`src/rtl/n2k_gtf_pkg.sv`:
```
`timescale 1ns / 1ps
package n2k_gtf_pkg;

  localparam logic [7:0] MAX_PAYLOAD  = 8'd223;
  localparam logic [7:0] LEN_OVERHEAD = 8'd6;

  localparam logic       TX_EN_RST = 1'b1;
  localparam logic [7:0] ESC_RST   = 8'h10;
  localparam logic [7:0] START_RST = 8'h02;
  localparam logic [7:0] ETX_RST   = 8'h03;
  localparam logic [7:0] MSG_RST   = 8'h94;

  typedef enum logic {
    OP_HEADER  = 1'b0,
    OP_PAYLOAD = 1'b1
  } op_t;

  typedef enum logic [2:0] {
    CFG_TX_EN = 3'd0,
    CFG_ESC   = 3'd1,
    CFG_START = 3'd2,
    CFG_ETX   = 3'd3,
    CFG_MSG   = 3'd4
  } cfg_idx_t;

  typedef struct packed {
    logic       tx_en;
    logic [7:0] esc;
    logic [7:0] start;
    logic [7:0] etx;
    logic [7:0] msg;
  } cfg_t;

  typedef struct packed {
    op_t         op;
    logic [2:0]  prio;
    logic [23:0] pgn;
    logic [7:0]  dest;
    logic [7:0]  plen;
    logic [7:0]  data;
  } item_t;

  typedef struct packed {
    logic [7:0] out_byte;
    logic       last_in_run;
    logic       frame_end;
  } result_t;

  typedef enum logic [13:0] {
    SL_ESC  = 14'b00000000000001,
    SL_STX  = 14'b00000000000010,
    SL_CODE = 14'b00000000000100,
    SL_LEN  = 14'b00000000001000,
    SL_PRIO = 14'b00000000010000,
    SL_PGN0 = 14'b00000000100000,
    SL_PGN1 = 14'b00000001000000,
    SL_PGN2 = 14'b00000010000000,
    SL_DEST = 14'b00000100000000,
    SL_PLEN = 14'b00001000000000,
    SL_DATA = 14'b00010000000000,
    SL_CSUM = 14'b00100000000000,
    SL_CESC = 14'b01000000000000,
    SL_ETX  = 14'b10000000000000
  } slot_t;

endpackage

```
`src/rtl/n2k_gateway_tx_framer.sv`:
```
`timescale 1ns / 1ps
// Gateway transmit framer. A header request opens a frame and produces the
// escape and start bytes, eight body bytes and, for an empty payload, the
// checksum and closing bytes; each payload request produces its byte and,
// on the last one, the trailer. Body and checksum bytes equal to the escape
// code are sent twice. The output register delivers one byte per cycle
// while the receiver is ready; a request produces one or two bytes for a
// payload byte, up to six with the trailer, ten to twenty-two for a header.
// A request that produces nothing is taken and dropped by the sequencer. One
// input request is buffered while the previous one is still being framed.
// Configuration is meant to be written only while the framer is idle.
module n2k_gateway_tx_framer (
  input  logic        clk,
  input  logic        rst,
  input  logic        s_axis_tvalid,
  output logic        s_axis_tready,
  input  logic [55:0] s_axis_tdata,  // priority_req[2:0], pgn[26:3], destination[34:27],
                                     // payload_length[42:35], data_byte[50:43], zero fill
  input  logic        s_axis_tuser,  // operation
  output logic        m_axis_tvalid,
  input  logic        m_axis_tready,
  output logic [7:0]  m_axis_tdata,  // out_byte[7:0]
  output logic        m_axis_tlast,
  output logic        m_axis_tuser,  // frame_end
  input  logic        cfg_valid,
  output logic        cfg_ready,
  input  logic [2:0]  cfg_index,
  input  logic [7:0]  cfg_data
);
  import n2k_gtf_pkg::*;

  cfg_t    cfg;
  item_t   in_item;
  item_t   hold_item;
  logic    hold_valid;
  logic    work_free;
  logic    out_can;
  logic    res_load;
  result_t res;
  result_t out_res;

  assign in_item.op   = op_t'(s_axis_tuser);
  assign in_item.prio = s_axis_tdata[2:0];
  assign in_item.pgn  = s_axis_tdata[26:3];
  assign in_item.dest = s_axis_tdata[34:27];
  assign in_item.plen = s_axis_tdata[42:35];
  assign in_item.data = s_axis_tdata[50:43];

  n2k_gtf_cfg u_cfg (
    .clk       (clk),
    .rst       (rst),
    .cfg_valid (cfg_valid),
    .cfg_ready (cfg_ready),
    .cfg_index (cfg_index),
    .cfg_data  (cfg_data),
    .cfg       (cfg)
  );

  n2k_gtf_inbuf u_inbuf (
    .clk        (clk),
    .rst        (rst),
    .in_valid   (s_axis_tvalid),
    .in_ready   (s_axis_tready),
    .in_item    (in_item),
    .take       (work_free),
    .hold_valid (hold_valid),
    .hold_item  (hold_item)
  );

  n2k_gtf_seq u_seq (
    .clk        (clk),
    .rst        (rst),
    .cfg        (cfg),
    .hold_valid (hold_valid),
    .hold_item  (hold_item),
    .work_free  (work_free),
    .out_can    (out_can),
    .res_load   (res_load),
    .res        (res)
  );

  n2k_gtf_outreg u_outreg (
    .clk       (clk),
    .rst       (rst),
    .res_load  (res_load),
    .res       (res),
    .out_can   (out_can),
    .out_valid (m_axis_tvalid),
    .out_ready (m_axis_tready),
    .out_res   (out_res)
  );

  assign m_axis_tdata = out_res.out_byte;
  assign m_axis_tlast = out_res.last_in_run;
  assign m_axis_tuser = out_res.frame_end;

endmodule

```
`src/rtl/n2k_gtf_cfg.sv`:
```
`timescale 1ns / 1ps
module n2k_gtf_cfg (
  input  logic              clk,
  input  logic              rst,
  input  logic              cfg_valid,
  output logic              cfg_ready,
  input  logic [2:0]        cfg_index,
  input  logic [7:0]        cfg_data,
  output n2k_gtf_pkg::cfg_t cfg
);
  import n2k_gtf_pkg::*;

  assign cfg_ready = 1'b1;

  always_ff @(posedge clk) begin
    if (rst) begin
      cfg.tx_en <= TX_EN_RST;
      cfg.esc   <= ESC_RST;
      cfg.start <= START_RST;
      cfg.etx   <= ETX_RST;
      cfg.msg   <= MSG_RST;
    end else if (cfg_valid) begin
      case (cfg_index)
        CFG_TX_EN: cfg.tx_en <= cfg_data[0];
        CFG_ESC:   cfg.esc   <= cfg_data;
        CFG_START: cfg.start <= cfg_data;
        CFG_ETX:   cfg.etx   <= cfg_data;
        CFG_MSG:   cfg.msg   <= cfg_data;
        default: begin
        end
      endcase
    end
  end

endmodule

```
`src/rtl/n2k_gtf_inbuf.sv`:
```
`timescale 1ns / 1ps
module n2k_gtf_inbuf (
  input  logic               clk,
  input  logic               rst,
  input  logic               in_valid,
  output logic               in_ready,
  input  n2k_gtf_pkg::item_t in_item,
  input  logic               take,
  output logic               hold_valid,
  output n2k_gtf_pkg::item_t hold_item
);
  import n2k_gtf_pkg::*;

  logic accept;

  assign in_ready = !hold_valid || take;
  assign accept   = in_valid && in_ready;

  always_ff @(posedge clk) begin
    if (rst) begin
      hold_valid <= 1'b0;
    end else if (accept) begin
      hold_valid <= 1'b1;
    end else if (take) begin
      hold_valid <= 1'b0;
    end
  end

  always_ff @(posedge clk) begin
    if (accept) begin
      hold_item <= in_item;
    end
  end

endmodule

```
`src/rtl/n2k_gtf_seq.sv`:
```
`timescale 1ns / 1ps
module n2k_gtf_seq (
  input  logic                 clk,
  input  logic                 rst,
  input  n2k_gtf_pkg::cfg_t    cfg,
  input  logic                 hold_valid,
  input  n2k_gtf_pkg::item_t   hold_item,
  output logic                 work_free,
  input  logic                 out_can,
  output logic                 res_load,
  output n2k_gtf_pkg::result_t res
);
  import n2k_gtf_pkg::*;

  logic       busy;
  item_t      item;
  slot_t      slot;
  slot_t      slot_next;
  logic       dup;
  logic [7:0] sum;
  logic [7:0] bytes_left;
  logic       frame_open;

  logic [7:0] len_sat;
  logic [7:0] cur_byte;
  logic       is_body;
  logic       drop;
  logic       need_dup;
  logic       emit;
  logic       advance;
  logic       done;
  logic       finish;

  always_comb begin
    len_sat = (item.plen > MAX_PAYLOAD) ? MAX_PAYLOAD : item.plen;

    case (slot)
      SL_ESC:  cur_byte = cfg.esc;
      SL_STX:  cur_byte = cfg.start;
      SL_CODE: cur_byte = cfg.msg;
      SL_LEN:  cur_byte = len_sat + LEN_OVERHEAD;
      SL_PRIO: cur_byte = {5'd0, item.prio};
      SL_PGN0: cur_byte = item.pgn[7:0];
      SL_PGN1: cur_byte = item.pgn[15:8];
      SL_PGN2: cur_byte = item.pgn[23:16];
      SL_DEST: cur_byte = item.dest;
      SL_PLEN: cur_byte = len_sat;
      SL_DATA: cur_byte = item.data;
      SL_CSUM: cur_byte = 8'd0 - sum;
      SL_CESC: cur_byte = cfg.esc;
      SL_ETX:  cur_byte = cfg.etx;
      default: cur_byte = cfg.esc;
    endcase

    is_body = slot inside {SL_CODE, SL_LEN, SL_PRIO, SL_PGN0, SL_PGN1, SL_PGN2,
                           SL_DEST, SL_PLEN, SL_DATA};

    // A header is dropped only while transmit is off; a payload byte also when
    // no frame is waiting for more payload.
    drop = busy && (((slot == SL_ESC) && !cfg.tx_en) ||
                    ((slot == SL_DATA) &&
                     (!cfg.tx_en || !frame_open || (bytes_left == 8'd0))));

    need_dup = (is_body || (slot == SL_CSUM)) && (cur_byte == cfg.esc) && !dup;
    emit     = busy && !drop && out_can;
    advance  = emit && !need_dup;

    done = 1'b0;
    case (slot)
      SL_ESC:  slot_next = SL_STX;
      SL_STX:  slot_next = SL_CODE;
      SL_CODE: slot_next = SL_LEN;
      SL_LEN:  slot_next = SL_PRIO;
      SL_PRIO: slot_next = SL_PGN0;
      SL_PGN0: slot_next = SL_PGN1;
      SL_PGN1: slot_next = SL_PGN2;
      SL_PGN2: slot_next = SL_DEST;
      SL_DEST: slot_next = SL_PLEN;
      SL_PLEN: begin
        slot_next = SL_CSUM;
        done      = (len_sat != 8'd0);
      end
      SL_DATA: begin
        slot_next = SL_CSUM;
        done      = (bytes_left != 8'd1);
      end
      SL_CSUM: slot_next = SL_CESC;
      SL_CESC: slot_next = SL_ETX;
      SL_ETX: begin
        slot_next = SL_ESC;
        done      = 1'b1;
      end
      default: begin
        slot_next = SL_ESC;
        done      = 1'b1;
      end
    endcase

    finish    = drop || (advance && done);
    work_free = !busy || finish;

    res_load        = emit;
    res.out_byte    = cur_byte;
    res.last_in_run = advance && done;
    res.frame_end   = (slot == SL_ETX);
  end

  always_ff @(posedge clk) begin
    if (rst) begin
      busy       <= 1'b0;
      slot       <= SL_ESC;
      dup        <= 1'b0;
      sum        <= 8'd0;
      bytes_left <= 8'd0;
      frame_open <= 1'b0;
    end else begin
      if (emit && (slot == SL_ESC)) begin
        sum        <= 8'd0;
        frame_open <= 1'b1;
        bytes_left <= len_sat;
      end
      if (advance && is_body) begin
        sum <= sum + cur_byte;
      end
      if (advance && (slot == SL_DATA)) begin
        bytes_left <= bytes_left - 8'd1;
      end
      if (advance && (slot == SL_ETX)) begin
        frame_open <= 1'b0;
        bytes_left <= 8'd0;
      end
      if (work_free && hold_valid) begin
        busy <= 1'b1;
        slot <= (hold_item.op == OP_HEADER) ? SL_ESC : SL_DATA;
        dup  <= 1'b0;
      end else begin
        if (finish) begin
          busy <= 1'b0;
        end
        if (emit) begin
          dup <= need_dup;
          if (advance) begin
            slot <= slot_next;
          end
        end
      end
    end
  end

  always_ff @(posedge clk) begin
    if (work_free && hold_valid) begin
      item <= hold_item;
    end
  end

endmodule

```
`src/rtl/n2k_gtf_outreg.sv`:
```
`timescale 1ns / 1ps
module n2k_gtf_outreg (
  input  logic                 clk,
  input  logic                 rst,
  input  logic                 res_load,
  input  n2k_gtf_pkg::result_t res,
  output logic                 out_can,
  output logic                 out_valid,
  input  logic                 out_ready,
  output n2k_gtf_pkg::result_t out_res
);
  import n2k_gtf_pkg::*;

  assign out_can = !out_valid || out_ready;

  always_ff @(posedge clk) begin
    if (rst) begin
      out_valid <= 1'b0;
    end else if (res_load) begin
      out_valid <= 1'b1;
    end else if (out_ready) begin
      out_valid <= 1'b0;
    end
  end

  always_ff @(posedge clk) begin
    if (res_load) begin
      out_res <= res;
    end
  end

endmodule

```
`config.mk`:
```
export PLATFORM = sky130hd
export DESIGN_NAME = n2k_gateway_tx_framer
export DESIGN_NICKNAME = d
export VERILOG_FILES = /design/src/rtl/n2k_gtf_pkg.sv /design/src/rtl/n2k_gateway_tx_framer.sv /design/src/rtl/n2k_gtf_cfg.sv /design/src/rtl/n2k_gtf_inbuf.sv /design/src/rtl/n2k_gtf_seq.sv /design/src/rtl/n2k_gtf_outreg.sv
export SDC_FILE = /design/constraint.sdc
export NUM_CORES = 1
export LEC_CHECK = 0
export ABC_AREA = 1
export BUFFER_PORTS_ARGS = -buffer_cell sky130_fd_sc_hd__buf_2
export CAP_MARGIN = 0
export CELL_PAD_IN_SITES_DETAIL_PLACEMENT = 1
export CELL_PAD_IN_SITES_GLOBAL_PLACEMENT = 1
export CORE_MARGIN = 2
export CORE_UTILIZATION = 25
export CTS_CLUSTER_DIAMETER = 100
export DETAILED_ROUTE_END_ITERATION = 10
export GPL_ROUTABILITY_DRIVEN = 0
export GPL_TIMING_DRIVEN = 0
export PLACE_DENSITY = 0.47
export SYNTH_ARGS = -nofsm -noshare
export SYNTH_HDL_FRONTEND = slang
export SYNTH_SLANG_ARGS = --single-unit
```
`constraint.sdc`:
```
create_clock -name clk -period 5.4 [get_ports clk]
set_input_delay 0.54 -clock clk [delete_from_list [all_inputs] [get_ports clk]]
set_output_delay 0.54 -clock clk [all_outputs]
set_load 0.01 [all_outputs]
```
# Word-level counts from Yosys, hierarchy flattened
# Index checks and enable logic that the tools add are counted.
# word_totals
register_bits	181
out_inout_bits	13
# op_classes
n_reduce_logical	52
mux	18
addsub	4
n_eq_ne	20
order_cmp	1
# ops
operator	count
$pmux W14 S12	1
$pmux W8 S12	1
$mux W14	3
$mux W8	5
$logic_and A1 B1 Y1	15
$eq A14 B1 Y1 const B	1
$eq A14 B10 Y1 const B	1
$eq A14 B11 Y1 const B	1
$eq A14 B12 Y1 const B	1
$eq A14 B13 Y1 const B	1
$eq A14 B14 Y1 const B	1
$eq A14 B2 Y1 const B	1
$eq A14 B3 Y1 const B	1
$eq A14 B4 Y1 const B	1
$eq A14 B5 Y1 const B	1
$eq A14 B6 Y1 const B	1
$eq A14 B7 Y1 const B	1
$eq A14 B8 Y1 const B	1
$eq A14 B9 Y1 const B	1
$reduce_bool A2 Y1	7
$reduce_and A2 Y1	6
$mux W11	1
$reduce_or A11 Y1	1
$reduce_bool A9 Y1	1
other kinds (18)	40

# Logic depth before layout (Yosys ltp)
# Gate-level depths: netlist (run 1).
# depth
word_depth	16
depth_mapped	26
ltp_nobuf	26

# Cells and area by module
# From an unflattened synthesis (run 1), not the netlist that was laid out.
# unflattened
cells_unflattened	1037
area_unflattened_um2	8912.3
# by_module_without_submodules
mod	n_inst	seq_area_each_um2	area_each_um2	cells_each
n2k_gtf_seq	1	2192.1	5596.6	767
n2k_gtf_inbuf	1	1581.5	1609.0	58
n2k_gtf_cfg	1	660.6	1363.8	197
n2k_gtf_outreg	1	320.3	342.8	15

# Worst setup path after synthesis (run 1)
# Ideal clock, no wire load.
# synth_timing
path_kind	register to register
start	register u_seq.item[15] (netlist name)
end	register u_seq.item[0] (netlist name), enable pin
path_slack_ps	1863
synth_period_minus_slack_ps	3537
t_arrival_ps	3132
path_stages_with_launch	19
setup_time_ps	405
path_cell_list	edfxtp_1 -> nand3_2 -> nand2_1 -> inv_1 -> ha_1 -> inv_1 -> nand3_1 -> nor2_1 -> o21a_1 -> nor2_1 -> nand4_1 -> nand3_1 -> nor2_2 -> nand2_2 -> nand3_2 -> nand2_1 -> nand2_1 -> buf_4 -> inv_1
# synth_via
elab_chain_cells	13
word_cells_on_any_way	15
classes_between	add/sub: 1; order compare: 1; eq/ne: 1; mux: 3; reduce/logical: 9
# synth_rtl
item	line	rtl
from (decl)	n2k_gtf_seq.sv:16	item_t item;
from (signal assigned)	n2k_gtf_seq.sv:152	item <= hold_item;
$gt A8 B8 Y1	n2k_gtf_seq.sv:35	len_sat = (item.plen > MAX_PAYLOAD) ? MAX_PAYLOAD : item.plen;
$mux W8 *	n2k_gtf_seq.sv:35	
$add A8 B3 Y8	n2k_gtf_seq.sv:41	SL_LEN: cur_byte = len_sat + LEN_OVERHEAD;
$pmux W8 S12	n2k_gtf_seq.sv:37	case (slot)
$eq A8 B8 Y1	n2k_gtf_seq.sv:64	need_dup = (is_body || (slot == SL_CSUM)) && (cur_byte == cfg.esc) && !dup;
$logic_and A1 B1 Y1 (2 in series)	n2k_gtf_seq.sv:64	
$logic_not A1 Y1	n2k_gtf_seq.sv:66	advance = emit && !need_dup;
$logic_and A1 B1 Y1	n2k_gtf_seq.sv:66	
$logic_and A1 B1 Y1 *	n2k_gtf_seq.sv:99	finish = drop || (advance && done);
$logic_or A1 B1 Y1 *	n2k_gtf_seq.sv:99	
$logic_or A1 B1 Y1 *	n2k_gtf_seq.sv:100	work_free = !busy || finish;
$logic_and A1 B1 Y1 *	n2k_gtf_seq.sv:151	if (work_free && hold_valid) begin
# Mark *: on every way between the ends. The rest lies on a longest branch, timed or not.
# A chain may end at the register's enable or synchronous reset.

==> metrics, run 1 <==
CTS tree built; die width 188 µm; I/O pins 86; met1 usage in global routing 0.213; Nets 1150; setup violators final 0; Hold Fails Final Rpt 0; initial antenna violation count 0; drt total wl 26300 µm; starting density of the core 0.254; die height 188 µm; power per cell area 323 mW/mm²; final worst path period need 4020 ps; Critical Path AT 4400 ps; most common cell after layout, fill and taps aside nand2_1; DRT Pass-1 Iters 4; worst-margin pin slew 913 ps; Max Root-Sink Buffers 2; most crowded layer after global routing met2; DRC viols 0; Port-buffer cells 79; WP data required 5780 ps; first-pass GRT wire length 40400 µm; GRT Overall Usage 0.153; Synth Register Bits 181; Post-synth top flop edfxtp_1; vias in the first global route 6782; syn_area_per_cell 8.79 µm²; MaxCap Viol Count 0; Slew headroom 0.387; RSZ-0062 raised after global routing no; Distinct cells, synth 37; routed len/inst 17.3 µm; Skew-Pair Late Insertion Delay 450 ps; Post-DP HPWL 20300 µm; post-route ant nets 0; Final period util 0.745; postcts setup bufs 0; Synthesized Nets 1050; Resize count post-CTS 0; Core ar. 0.0334 mm²; Post-synth EDFFs 113; ANT cells 0; Max Fclk 249 MHz; Reg2Reg Depth 24; area delta synth->final 19.0%; HP Start s_axis_tdata[1]; htree depth 4; most frequent cells in the layout 198 x nand2_1, 131 x nor2_1, 127 x nand3_1, 113 x edfxtp_1, 101 x inv_1; CP Capture Type register; largest net degree at the start of global routing 44; pins over their slew limit 0; sequential share of the synthesized area 0.560; Async SR Flop Fraction 0; clk root buf clkbuf_16; Hold Buf Count CTS 0; Mapped Area 0.00848 mm²; Static Leak 4.29 nW; cells after synthesis 965; critical path class reg2reg; critical path fanouts, max 10; Vias 6695; CP Launch Point u_seq.slot[13]$_SDFFE_PP0P_; Worst VDD drop 0.236 mV; Syn. warnings 0; Std-Cell Rows 67; clock slew at reported path FFs 70 ps; RR Startpoint u_seq.slot[13]$_SDFFE_PP0P_; Final Skew 16.5 ps; M2 GR Usage 0.246; M3 GR Usage 0.0237; CTS Buf Count 17; DRT iter0 DRCs 253; DR vias/cell 4.39; Sink Count 181; Hold Path Depth 1; startpoint types register; Final Hold Slack 265 ps; grt total ovfl 0; area of the die 0.0354 mm²; outcome completed; share of cells above drive strength 1 0.159; Sum Neg Setup Slack 0 ps; worst hold path class in2reg
-- sequential cells by signal (all words and copies together), names as in the netlist --
| register | cells |
|---|---|
| u_cfg.cfg | 33 |
| u_inbuf.hold_item | 52 |
| u_inbuf.hold_valid | 1 |
| u_outreg.out_res | 10 |
| u_outreg.out_valid | 1 |
| u_seq.busy | 1 |
| u_seq.bytes_left | 8 |
| u_seq.dup | 1 |
| u_seq.frame_open | 1 |
| u_seq.item | 51 |
| u_seq.slot | 14 |
| u_seq.sum | 8 |
-- synthesized netlist by cell type (2+ instances only) --
cell      instances  area [µm²]
o21ai_1           6        30.0
xor2_1            7        61.3
edfxtp_1        113        3390
or2_1             7        43.8
nand2_4           3        33.8
dfxtp_1          68        1360
nand3_1         127         636
nand3b_1          5        37.5
nand3_2           3        30.0
buf_4             7        52.6
a21oi_1          58         290
nor2_4            7        78.8
ha_1             11         138
nor2_2           14        87.6
nand4_1          11        68.8
nor2_1          131         492
inv_1           103         387
nand2_1         198         743
nand2_2           6        37.5
clkinv_1          3        11.3
clkbuf_1          8        30.0
xnor2_1           4        35.0
or2_2             3        18.8
inv_2             5        18.8
o21ai_0          34         170
nor2_8            2        40.0
nor3_1            7        35.0
buf_6             3        33.8
buf_2             3        15.0
-- final timing paths --
| check | endpoint | slack [ps] |
|---|---|---|
| worst max register to register | u_seq.sum[7]$_SDFFE_PP0P_ | 1380 |
| worst max-delay path | u_seq.sum[7]$_SDFFE_PP0P_ | 1380 |
| worst min-delay path | u_inbuf.hold_item[49]$_DFFE_PP_ | 260 |
| worst min register to register | u_seq.item[3]$_DFFE_PP_ | 410 |
-- stage by stage --
step	utilization	setup WS, ps	area [µm²]	power, W	std cells
after floorplan	-	1860	8480	0.00182	965
after global placement	0.282	480	9440	0.00196	1492
after detailed placement	0.283	1370	9480	0.00196	1494
after CTS	0.302	1320	10100	0.00332	1526
after global routing	0.302	1020	10100	0.00341	1526
final	0.302	1380	10100	0.00326	1526
-- worst max-delay path, cell delays in order (launching register included) --
cell and delay [ps]:
dfxtp_1 330, nor2_2 200, nand2_1 140, nor2_2 410, nand2_1 180, nand2_1 180, nor2_1 90, nand3_2 120
inv_1 60, clkbuf_1 220, a21oi_1 350, ha_1 290, nand3_1 80, nand2_1 70, nand2_1 80, nand2_1 50
a21oi_1 170, nor2_1 70, nor2_1 110, nor2_1 50, nor2_1 110, xor2_1 180, xor2_1 170, nand2_1 70
a21oi_1 140
-- power breakdown --
part | internal [W] | leakage [nW] | switching (W)
registers | 0.00155 | 1.63 | 0.0000305
logic | 0.000105 | 2.37 | 0.000236
clock network | 0.000743 | 0.294 | 0.000595
total | 0.00240 | 4.29 | 0.000862
-- logic make-up after synthesis --
| kind of cell | after synthesis | synth area share |
|---|---|---|
| AOI/OAI and AO/OA | 102 | 0.0616 |
| xor gates and xnor gates | 11 | 0.0114 |
| adders and majority gates | 12 | 0.0186 |
| buffers and inverters | 132 | 0.0646 |
| DFF | 181 | 0.560 |
| other | 1 | 0.000442 |
| and+or+nand+nor | 526 | 0.283 |
-- per-layer routing --
metal,vias up,part of all wire,routed length (µm)
li1,3390,-,-
met1,3196,0.50,13200
met2,92,0.46,12100
met3,17,0.026,672
met4,0,0.011,299
met5,-,0,0
-- final cells by class --
class                   instances  area, µm²
plain buffers                  21        131
clock buffers                  18        429
clock inverters                14        184
fillers                      3937      23400
inverters                     111        417
multi-input cells             652       3180
flip-flops and latches        181       4750
well taps                     448        561
repair buffers                 81        435
Note: power is estimated with default switching activity, not from simulation.
==> inputs of run 2 (changes only) <==
Settings changed: PLACE_DENSITY 0.47 to 0.49.
Clock period 5.4 ns to 3.3 ns, I/O delays scaled along.
==> run 2 against run 1 <==
  * The flow now finishes with violations (setup timing)
  * Power grew 69%
  * Register-to-register slack lost 1400 ps
  * Critical path depth shrank 1
  * Global-route usage grew 1.0 points
  * Non-clock buffer count grew 73
  * First-iteration DRC count grew 38%
  * Critical endpoint unchanged
  * Highest routed layer unchanged
==> metrics, run 2 (synthesized netlist as in run 1, its figures left out) <==
clk root buf clkbuf_16; Sum Neg Setup Slack -27.8 ps (-27.8 ps); DRT iter0 DRCs 348 (+38%); post-route setup slack -27.8 ps (-1410 ps); Logic pwr share 0.137 (+0.032); MaxCap Viol Count 0 (unchanged); Hold Path Depth 1 (unchanged); Port-buffer cells 79 (unchanged); RSZ-0062 raised after global routing yes; vias in the first global route 7241 (+6.8%); Worst VDD drop 0.363 mV (+54%); drt total wl 28200 µm (+7.2%); clock slew at reported path FFs 80 ps (about the same); largest net degree at the start of global routing 21 (-52%); DRC viols 0 (unchanged); post-route ant nets 0 (unchanged); failing checks setup timing; Hold Fails Final Rpt 0 (unchanged); ANT cells 0 (unchanged); Final Hold Slack 44.8 ps (-220 ps); pins over their slew limit 0 (unchanged); outcome finished with violations; Max Root-Sink Buffers 2 (unchanged); routed len/inst 17.6 µm (+1.9%); GRT Overall Usage 0.163 (+0.0104); Reg2Reg Depth 23 (-4.2%); Largest register FFs 52 (unchanged); Sink Count 181 (unchanged); Max Fclk 301 MHz (+21%); r2r setup slk -30 ps (-1410 ps); Final Skew 13.9 ps (-2.58 ps); die width 188 µm (unchanged); first-pass GRT wire length 43200 µm (+6.7%); initial antenna violation count 0 (unchanged); die height 188 µm (unchanged); CTS Buf Count 17 (unchanged); Pwr Total 0.00551 W (+69%); critical-path cell list nor2_4 -> buf_4 -> nand2_1 -> nor2_4 -> buf_4 -> nand3_1 -> nand4_1 -> nor2_4 -> a21oi_4 -> ha_4 -> a21oi_2 -> nand2_2 -> nand2_2 -> nand2_2 -> a21oi_2 -> nor2_2 -> nor2_1 -> nor2_1 -> nor2_1 -> xor2_1 -> xor2_1 -> nand2_1 -> a21oi_1; DRT Pass-1 Iters 6 (+2); critical path class reg2reg; Std-Cell Rows 67 (unchanged); area delta synth->final 35.3%; Static Leak 4.84 nW (+13%); Worst path slowest cell dfxtp_2; htree depth 4 (unchanged); biggest regs u_inbuf.hold_item: 52 flops, u_seq.item: 51 flops, u_cfg.cfg: 33 flops; critical path fanouts, max 7 (-3); I/O pins 86 (unchanged); Nets 1229 (+6.9%); RR Endpoint u_seq.sum[7]$_SDFFE_PP0P_; Post-DP HPWL 20000 µm (-1.4%); setup violators final 1 (+1); CP Capture Type register; HP Start s_axis_tdata[7]; Hold Path End u_inbuf.hold_item[28]$_DFFE_PP_; most common cell after layout, fill and taps aside nand2_1; area of the die 0.0354 mm² (unchanged); RR Startpoint u_seq.slot[1]$_SDFFE_PP0P_; power per cell area 479 mW/mm² (+48%); Hold Buf Count CTS 0 (unchanged); WP data required 3680 ps (-2100 ps); startpoint types register; most frequent cells in the layout 168 x nand2_1, 117 x nand3_1, 113 x edfxtp_1, 108 x nor2_1, 93 x inv_1; share of cells above drive strength 1 0.305 (+0.146); grt total ovfl 0 (unchanged); Vias 7064 (+5.5%); DR vias/cell 4.40 (+0.32%); CTS tree built; Skew-Pair Late Insertion Delay 460 ps (about the same); final worst path period need 3330 ps (-695 ps); Core Util, Final 0.343 (+0.0415); starting density of the core 0.254 (unchanged); Core ar. 0.0334 mm² (unchanged); Clk pwr share 0.393 (-0.017); worst-margin pin slew 1010 ps (+92.4 ps); worst hold path class in2reg; pre-CTS WS -1350 ps (-2720 ps); switching share of total power 0.285 (+0.0211); Critical Path AT 3710 ps (-690 ps); Switch Pwr 0.00157 W (+82%); CP max stage delay 350 ps (-60 ps); sequential share of power 0.470 (-0.015); largest reg by FF count u_inbuf.hold_item; cell-internal power 0.00393 W (+64%); Slew headroom 0.325 (-0.0621); Final period util 1.01 (+0.264)
## run 2: cell types whose count changed in the layout (fill, tap and decap cells not counted), moves of 10 or more
| cell | previous run | this run |
|---|---|---|
| buf_4 | 7 | 57 |
| nor2_1 | 131 | 108 |
| nand3_1 | 127 | 117 |
| nor2_4 | 7 | 30 |
| nand2_1 | 198 | 168 |
| dfxtp_1 | 68 | 54 |
| dfxtp_2 | 0 | 10 |
| buf_12 | 2 | 13 |
| nand2_2 | 6 | 27 |
## run 2: how the worst max path moves through the flow
stage | startpoint | endpoint | slack, ps | depth (start not counted)
6_report | u_seq.slot[1]$_SDFFE_PP0P_ | u_seq.sum[7]$_SDFFE_PP0P_ | -30 | 23
5_1_grt | u_seq.slot[7]$_SDFFE_PP0P_ | u_seq.sum[7]$_SDFFE_PP0P_ | -280 | 25
4_1_cts | u_seq.slot[3]$_SDFFE_PP0P_ | u_seq.sum[7]$_SDFFE_PP0P_ | -140 | 24
3_5_place_dp | u_seq.item[15]$_DFFE_PP_ | u_seq.item[49]$_DFFE_PP_ | -1350 | 21
3_3_place_gp | u_seq.item[15]$_DFFE_PP_ | u_seq.item[49]$_DFFE_PP_ | -1280 | 21
2_1_floorplan | u_seq.item[15]$_DFFE_PP_ | u_inbuf.hold_item[0]$_DFFE_PP_ | 1 | 20
## run 2: final cells by class
cell class                 count  area, µm²
clock inverter                15        206
clock buffer                  17        425
timing repair inverter         6       45.0
inverter                     111        432
fill                        3878      22000
buffer                        20        188
tap                          448        561
timing repair buffer         155       1160
multi-input combinational    652       3680
sequential                   181       4780
## run 2: repair_timing
item	CTS	global route
setup buffers	54	21
pin swaps	35	41
resized for setup	108	74
cloned	6	1
setup endpoints to repair	130	128
## run 2: power groups by stage
stage / sequential (W) / clock (W) / combinational [W]
floorplan: 0.00263 / 0 / 0.000347
global placement: 0.00264 / 0 / 0.000551
detailed placement: 0.00265 / 0 / 0.000556
CTS: 0.00259 / 0.00224 / 0.000702
global route: 0.00260 / 0.00233 / 0.000827
finish: 0.00259 / 0.00216 / 0.000754
## run 2: worst max-delay path: cells and delay by family (launching register included)
family | cells | cell delay, ps
adder cells (fa/ha/maj) | 1 | 240
flip-flops | 1 | 350
XOR/XNOR | 2 | 360
AO/OA/AOI/OAI | 4 | 620
buffers and inverters | 2 | 340
AND/OR/NAND/NOR | 14 | 1330
## run 2: routing by layer
metal  vias up  GRT usage  part of all wire
li1       3564          -                 -
met1      3386      0.214              0.47
met2        97      0.278              0.49
met3        17     0.0261             0.027
met4         0     0.0478             0.012
met5         -          0                 0
## run 2: metrics by stage
| step | area, µm² | std cells |
|---|---|---|
| 4_1_cts | 11000 | 1583 |
| 5_1_grt | 11500 | 1605 |
| 3_5_place_dp | 9450 | 1492 |
| 3_3_place_gp | 9450 | 1492 |
| 6_report | 11500 | 1605 |
| 2_1_floorplan | 8490 | 965 |
